**src/hw/rtl/vcsp_pkg.sv**
```systemverilog
`timescale 1ns / 1ps
// ----------------------------------------------------------------------------
// VGM command stream parser package
// Shared types and constants for the sound-log command stream parser.
// ----------------------------------------------------------------------------
package vcsp_pkg;

  typedef enum logic [2:0] {
    PH_CMD   = 3'd0,
    PH_ADDR  = 3'd1,
    PH_DATA  = 3'd2,
    PH_WLOW  = 3'd3,
    PH_WHIGH = 3'd4,
    PH_HALT  = 3'd5
  } phase_e;

  typedef enum logic [1:0] {
    KIND_WRITE = 2'd0,
    KIND_WAIT  = 2'd1,
    KIND_END   = 2'd2,
    KIND_BAD   = 2'd3
  } kind_e;

  localparam logic [7:0] CmdHighMask  = 8'hf0;
  localparam logic [7:0] CmdShortWait = 8'h70;
  localparam logic [7:0] CmdLowMask   = 8'h0f;
  localparam logic [7:0] CmdRegWrite  = 8'h54;
  localparam logic [7:0] CmdWait16    = 8'h61;
  localparam logic [7:0] CmdWaitNtsc  = 8'h62;
  localparam logic [7:0] CmdWaitPal   = 8'h63;
  localparam logic [7:0] CmdEnd       = 8'h66;

  localparam logic [15:0] WaitNtscSamples = 16'd735;
  localparam logic [15:0] WaitPalSamples  = 16'd882;

endpackage

```
**src/hw/rtl/vgm_command_stream_parser_top.sv**
```systemverilog
`timescale 1ns / 1ps
// ----------------------------------------------------------------------------
// VGM command stream parser
// Decodes a sound-log command stream, one byte per transfer, into register
// writes, waits, end-of-stream marks and unsupported-command errors.
// ----------------------------------------------------------------------------
// The parser takes one stream byte per unstalled cycle. Each byte updates a
// small phase register, and the byte that completes a command loads the
// result register, so the result appears in the cycle after that byte's
// transfer. The input is stalled only while the result register holds an
// item that the output side stalls. After an unsupported command the block
// reports it once and then consumes and drops every byte until reset.
module vgm_command_stream_parser_top
  import vcsp_pkg::*;
(
  input  logic        clk_i,
  input  logic        rst_ni,
  input  logic        in_valid_i,
  output logic        in_stall_o,
  input  logic [7:0]  stream_byte_i,
  output logic        out_valid_o,
  input  logic        out_stall_i,
  output logic [1:0]  kind_o,
  output logic [7:0]  reg_addr_o,
  output logic [7:0]  reg_value_o,
  output logic [15:0] wait_samples_o,
  output logic [15:0] loops_done_o,
  output logic [7:0]  bad_command_o
);

  phase_e      phase_q, phase_d;
  logic [7:0]  held_addr_q, held_addr_d;
  logic [7:0]  held_low_q, held_low_d;
  logic [15:0] loop_cnt_q, loop_cnt_d;

  logic        out_valid_q, out_valid_d;
  kind_e       kind_q, kind_d;
  logic [7:0]  reg_addr_q, reg_addr_d;
  logic [7:0]  reg_value_q, reg_value_d;
  logic [15:0] wait_q, wait_d;
  logic [15:0] loops_q, loops_d;
  logic [7:0]  bad_q, bad_d;

  logic        accept;
  logic        emit;

  assign in_stall_o = out_valid_q & out_stall_i;
  assign accept     = in_valid_i & ~in_stall_o;

  always_comb begin
    phase_d     = phase_q;
    held_addr_d = held_addr_q;
    held_low_d  = held_low_q;
    loop_cnt_d  = loop_cnt_q;
    emit        = 1'b0;
    kind_d      = KIND_WAIT;
    reg_addr_d  = '0;
    reg_value_d = '0;
    wait_d      = '0;
    bad_d       = '0;
    case (phase_q)
      PH_CMD: begin
        if ((stream_byte_i & CmdHighMask) == CmdShortWait) begin
          emit   = 1'b1;
          kind_d = KIND_WAIT;
          wait_d = {8'd0, stream_byte_i & CmdLowMask};
        end else begin
          case (stream_byte_i)
            CmdRegWrite: phase_d = PH_ADDR;
            CmdWait16:   phase_d = PH_WLOW;
            CmdWaitNtsc: begin
              emit   = 1'b1;
              kind_d = KIND_WAIT;
              wait_d = WaitNtscSamples;
            end
            CmdWaitPal: begin
              emit   = 1'b1;
              kind_d = KIND_WAIT;
              wait_d = WaitPalSamples;
            end
            CmdEnd: begin
              emit       = 1'b1;
              kind_d     = KIND_END;
              loop_cnt_d = loop_cnt_q + 16'd1;
            end
            default: begin
              emit    = 1'b1;
              kind_d  = KIND_BAD;
              bad_d   = stream_byte_i;
              phase_d = PH_HALT;
            end
          endcase
        end
      end
      PH_ADDR: begin
        held_addr_d = stream_byte_i;
        phase_d     = PH_DATA;
      end
      PH_DATA: begin
        emit        = 1'b1;
        kind_d      = KIND_WRITE;
        reg_addr_d  = held_addr_q;
        reg_value_d = stream_byte_i;
        phase_d     = PH_CMD;
      end
      PH_WLOW: begin
        held_low_d = stream_byte_i;
        phase_d    = PH_WHIGH;
      end
      PH_WHIGH: begin
        emit    = 1'b1;
        kind_d  = KIND_WAIT;
        wait_d  = {stream_byte_i, held_low_q};
        phase_d = PH_CMD;
      end
      default: begin
        phase_d = phase_q;
      end
    endcase
    loops_d = loop_cnt_d;
  end

  always_comb begin
    out_valid_d = out_valid_q;
    if (accept) begin
      out_valid_d = emit;
    end else if (!out_stall_i) begin
      out_valid_d = 1'b0;
    end
  end

  always_ff @(posedge clk_i or negedge rst_ni) begin
    if (!rst_ni) begin
      phase_q     <= PH_CMD;
      held_addr_q <= '0;
      held_low_q  <= '0;
      loop_cnt_q  <= '0;
      out_valid_q <= 1'b0;
    end else begin
      out_valid_q <= out_valid_d;
      if (accept) begin
        phase_q     <= phase_d;
        held_addr_q <= held_addr_d;
        held_low_q  <= held_low_d;
        loop_cnt_q  <= loop_cnt_d;
      end
    end
  end

  always_ff @(posedge clk_i) begin
    if (accept && emit) begin
      kind_q      <= kind_d;
      reg_addr_q  <= reg_addr_d;
      reg_value_q <= reg_value_d;
      wait_q      <= wait_d;
      loops_q     <= loops_d;
      bad_q       <= bad_d;
    end
  end

  assign out_valid_o    = out_valid_q;
  assign kind_o         = kind_q;
  assign reg_addr_o     = reg_addr_q;
  assign reg_value_o    = reg_value_q;
  assign wait_samples_o = wait_q;
  assign loops_done_o   = loops_q;
  assign bad_command_o  = bad_q;

endmodule

```
**config.mk**
```make
export PLATFORM = sky130hd
export DESIGN_NAME = vgm_command_stream_parser_top
export DESIGN_NICKNAME = d
export VERILOG_FILES = /design/src/hw/rtl/vcsp_pkg.sv /design/src/hw/rtl/vgm_command_stream_parser_top.sv
export SDC_FILE = /design/constraint.sdc
export NUM_CORES = 1
export LEC_CHECK = 0
export BUFFER_PORTS_ARGS = -buffer_cell sky130_fd_sc_hd__clkbuf_2
export CAP_MARGIN = 40
export CORE_MARGIN = 2
export CORE_UTILIZATION = 40
export CTS_CLUSTER_DIAMETER = 60
export DETAILED_ROUTE_END_ITERATION = 6
export GPL_ROUTABILITY_DRIVEN = 0
export MAX_ROUTING_LAYER = met4
export PLACE_DENSITY = 0.61
export REMOVE_ABC_BUFFERS = 1
export SYNTH_ARGS = -nofsm -noshare
export SYNTH_HDL_FRONTEND = slang
export SYNTH_SLANG_ARGS = --single-unit
```
**constraint.sdc**
```tcl
create_clock -name clk_i -period 8.07 [get_ports clk_i]
set_input_delay 2.421 -clock clk_i [delete_from_list [all_inputs] [get_ports clk_i]]
set_output_delay 2.421 -clock clk_i [all_outputs]
set_load 0.005 [all_outputs]
```
==> run metrics <==
Clock Tree Root clkbuf_8; flops & latches, synth 94; post-synthesis compound-gate area fraction 0.0388; Critical Path Fanout Max 3; Setup Fix Bufs, Post-CTS 0; setup violators final 0; area grow syn2layout 15.7%; DRC violations left 0; Vias roughly 2600; Max Slew Vio Count 0; period utilization 0.647; Simple-Gate Fraction of Synth Area 0.191; dpl cell area roughly 4700 sq um; GR Overflow Total 0; Setup Skew 6.70 ps; Die X roughly 110 um; largest family of logic cells by synthesized area simple AND/OR/NAND/NOR gates; clk sinks 94; Cell Pwr Density around 270 nW/um^2; Num CTS Buffers 9; Max-cap violations 0; Seq/Total Area, Yosys 0.635; Area contributors post-synth edfxtp_1, dfrtp_1, mux2_2; ys async rst share 0.383; fin crit period 5220 ps; Final #Nets 403; Peak VDD IR 112 uV; Fill cells 940; hold buffer count at cts 0; RSZ-0062 raised after global routing false; CTS Buffer Depth 2; DRT antenna net count 0; XOR/XNOR share of the synthesized area 0.0652; Static Leak between 2 and 2.5 nW; Critical Path RT 5650 ps; Clk Latency, worst-skew pair 350 ps; flop2flop setup slack 5500 ps; routed len/inst 15.1 um; DP Worst Slack 2850 ps; CTS clk-pin slew, worst paths 90 ps; Initial Util 0.407; status finished clean; Vias/cell 4.97; H-tree depth 3; layout cells sized above 1 0.281; DRT iter0 DRCs 167; post-synth cell types between 40 and 50; CTS tree yes; IO Count between 70 and 80; predominant post-synthesis flop cell edfxtp_1; Synth warnings 0; highest clock rate 191 MHz; Synth Instances about 320; Post-Layout Inst Area 4820 sq um; post-synthesis mux area share 0.0469; DP HPWL 5.56 mm; Syn Std Cell Area 4160 sq um; Final Hold Viols 0; # rows 37; Final WS setup about 2800 ps; WP data arrival 2800 ps; post-cts resize count 0; largest area contributor in the netlist edfxtp_1; critical path class in -> out; Die Ht between 100 and 150 um; pin count of the biggest net entering global routing 33; Critical Path Sink Type primary output; Worst Max-Slew Pin Slew 708 ps; core area just over 10000 sq um; number of synthesized flops with an enable pin 58; Mean Syn Cell Area 13.0 sq um; drt pass-1 iters 5; GRT Overall Usage 0.160; I/O Buffers 71; Post-Synth Adder-Cell Area 0.00301; die area roughly 11000 sq um; Total Wirelength between 8 and 9 mm; total negative setup slack 0 ps; Yosys top cell area share 0.418; initial antenna violation count 0; Setup crit start kind input pin; Diodes inserted 0; number of global-route vias before repair 2605; relative slew slack 0.528; Hold WC Path Type reg -> reg; wire length of the first global-routing pass 13.5 mm
[state kept, by name, indices dropped and copies added, names as in the netlist]
register	cells
loop_cnt_q	16
loops_done_o	16
wait_samples_o	16
bad_command_o	8
held_addr_q	8
held_low_q	8
reg_addr_o	8
reg_value_o	8
phase_q	3
kind_o	2
out_valid_o	1
[layout by cell type, fill, tap and decap left out, types with 3 or more instances in the layout]
master and count:
nand2_1 28, and2_1 24, nor2_1 19, xnor2_1 18, mux2_2 16, dfrtp_1 36, and3_1 11, nand3_1 9
a22oi_1 5, a21oi_1 3, xor2_1 13, inv_1 3, clkbuf_2 71, clkbuf_8 9, a21o_1 3, nor3_1 12
nand4b_1 3, nand4_1 7, edfxtp_1 58, nor4_1 3
[path summary, 6_finish.rpt]
| path | startpoint | endpoint | depth (start not counted) |
|---|---|---|---|
| max | out_stall_i | in_stall_o | 3 |
| min | loop_cnt_q[15] | loop_cnt_q[15] | 1 |
| max reg2reg | phase_q[2] | loops_done_o[3] | 4 |
| min reg2reg | loop_cnt_q[15] | loop_cnt_q[15] | 1 |
| max in group asynchronous | rst_ni | phase_q[1] | 2 |
| min in group asynchronous | rst_ni | loop_cnt_q[5] | 1 |
[final cells by class]
class	count	area, sq um	area share
flip-flops and latches	94	2640	0.548
multi-input cells	208	1440	0.299
repair buffers	74	390	0.0810
well taps	136	170	0.0353
clock buffers	10	128	0.0265
clock inverters	6	37.5	0.00779
inverters	3	11.3	0.00234
[critical path, stage by stage]
cell	delay, ps
clkbuf_2	100
and2_1	170
clkbuf_2	110
[metal layers]
metal  vias up  share of wire  track usage
met5         -              0            -
met4         0          0.012       0.0536
met3         8          0.045       0.0380
met2        63           0.44        0.226
met1      1272           0.50        0.227
li1       1296              -            -
[kinds of logic after synthesis]
| logic type | after synthesis |
|---|---|
| buf+inv | 19 |
| xor+xnor | 31 |
| compound gates | 22 |
| mux | 17 |
| flops | 94 |
| simple gates | 137 |
| fa+ha+maj | 1 |
[synth_stat cells, types with 3 or more instances]
| cell type | count |
|---|---|
| edfxtp_1 | 58 |
| dfrtp_1 | 36 |
| nand2_1 | 28 |
| and2_1 | 24 |
| nor2_1 | 19 |
| xnor2_1 | 18 |
| mux2_2 | 16 |
| xor2_1 | 13 |
| nor3_1 | 12 |
| and3_1 | 11 |
| clkbuf_1 | 9 |
| nand3_1 | 9 |
| nand4_1 | 7 |
| a22oi_1 | 5 |
| buf_2 | 5 |
| a21o_1 | 3 |
| a21oi_1 | 3 |
| and4_1 | 3 |
| inv_1 | 3 |
| nand4b_1 | 3 |
| nor4_1 | 3 |
[report_power, final]
part           total (W)  switching, W  internal (W)
registers       0.000717     0.0000641      0.000653
logic           0.000296      0.000161      0.000135
clock network   0.000271      0.000160      0.000111
total            0.00128      0.000385      0.000899
[per-stage QoR]
step / utilization / power [W] / instances / hold slack [ps]
after global routing: 0.471 / 0.00136 / 531 / 508
final: 0.471 / 0.00128 / 531 / 501
after CTS: 0.471 / 0.00130 / 531 / 503
after detailed placement: 0.455 / 0.00103 / 515 / 487
after floorplan: - / 0.000893 / 305 / 466
after global placement: 0.453 / 0.00102 / 514 / 481
Note: power is estimated with default switching activity, not from simulation.
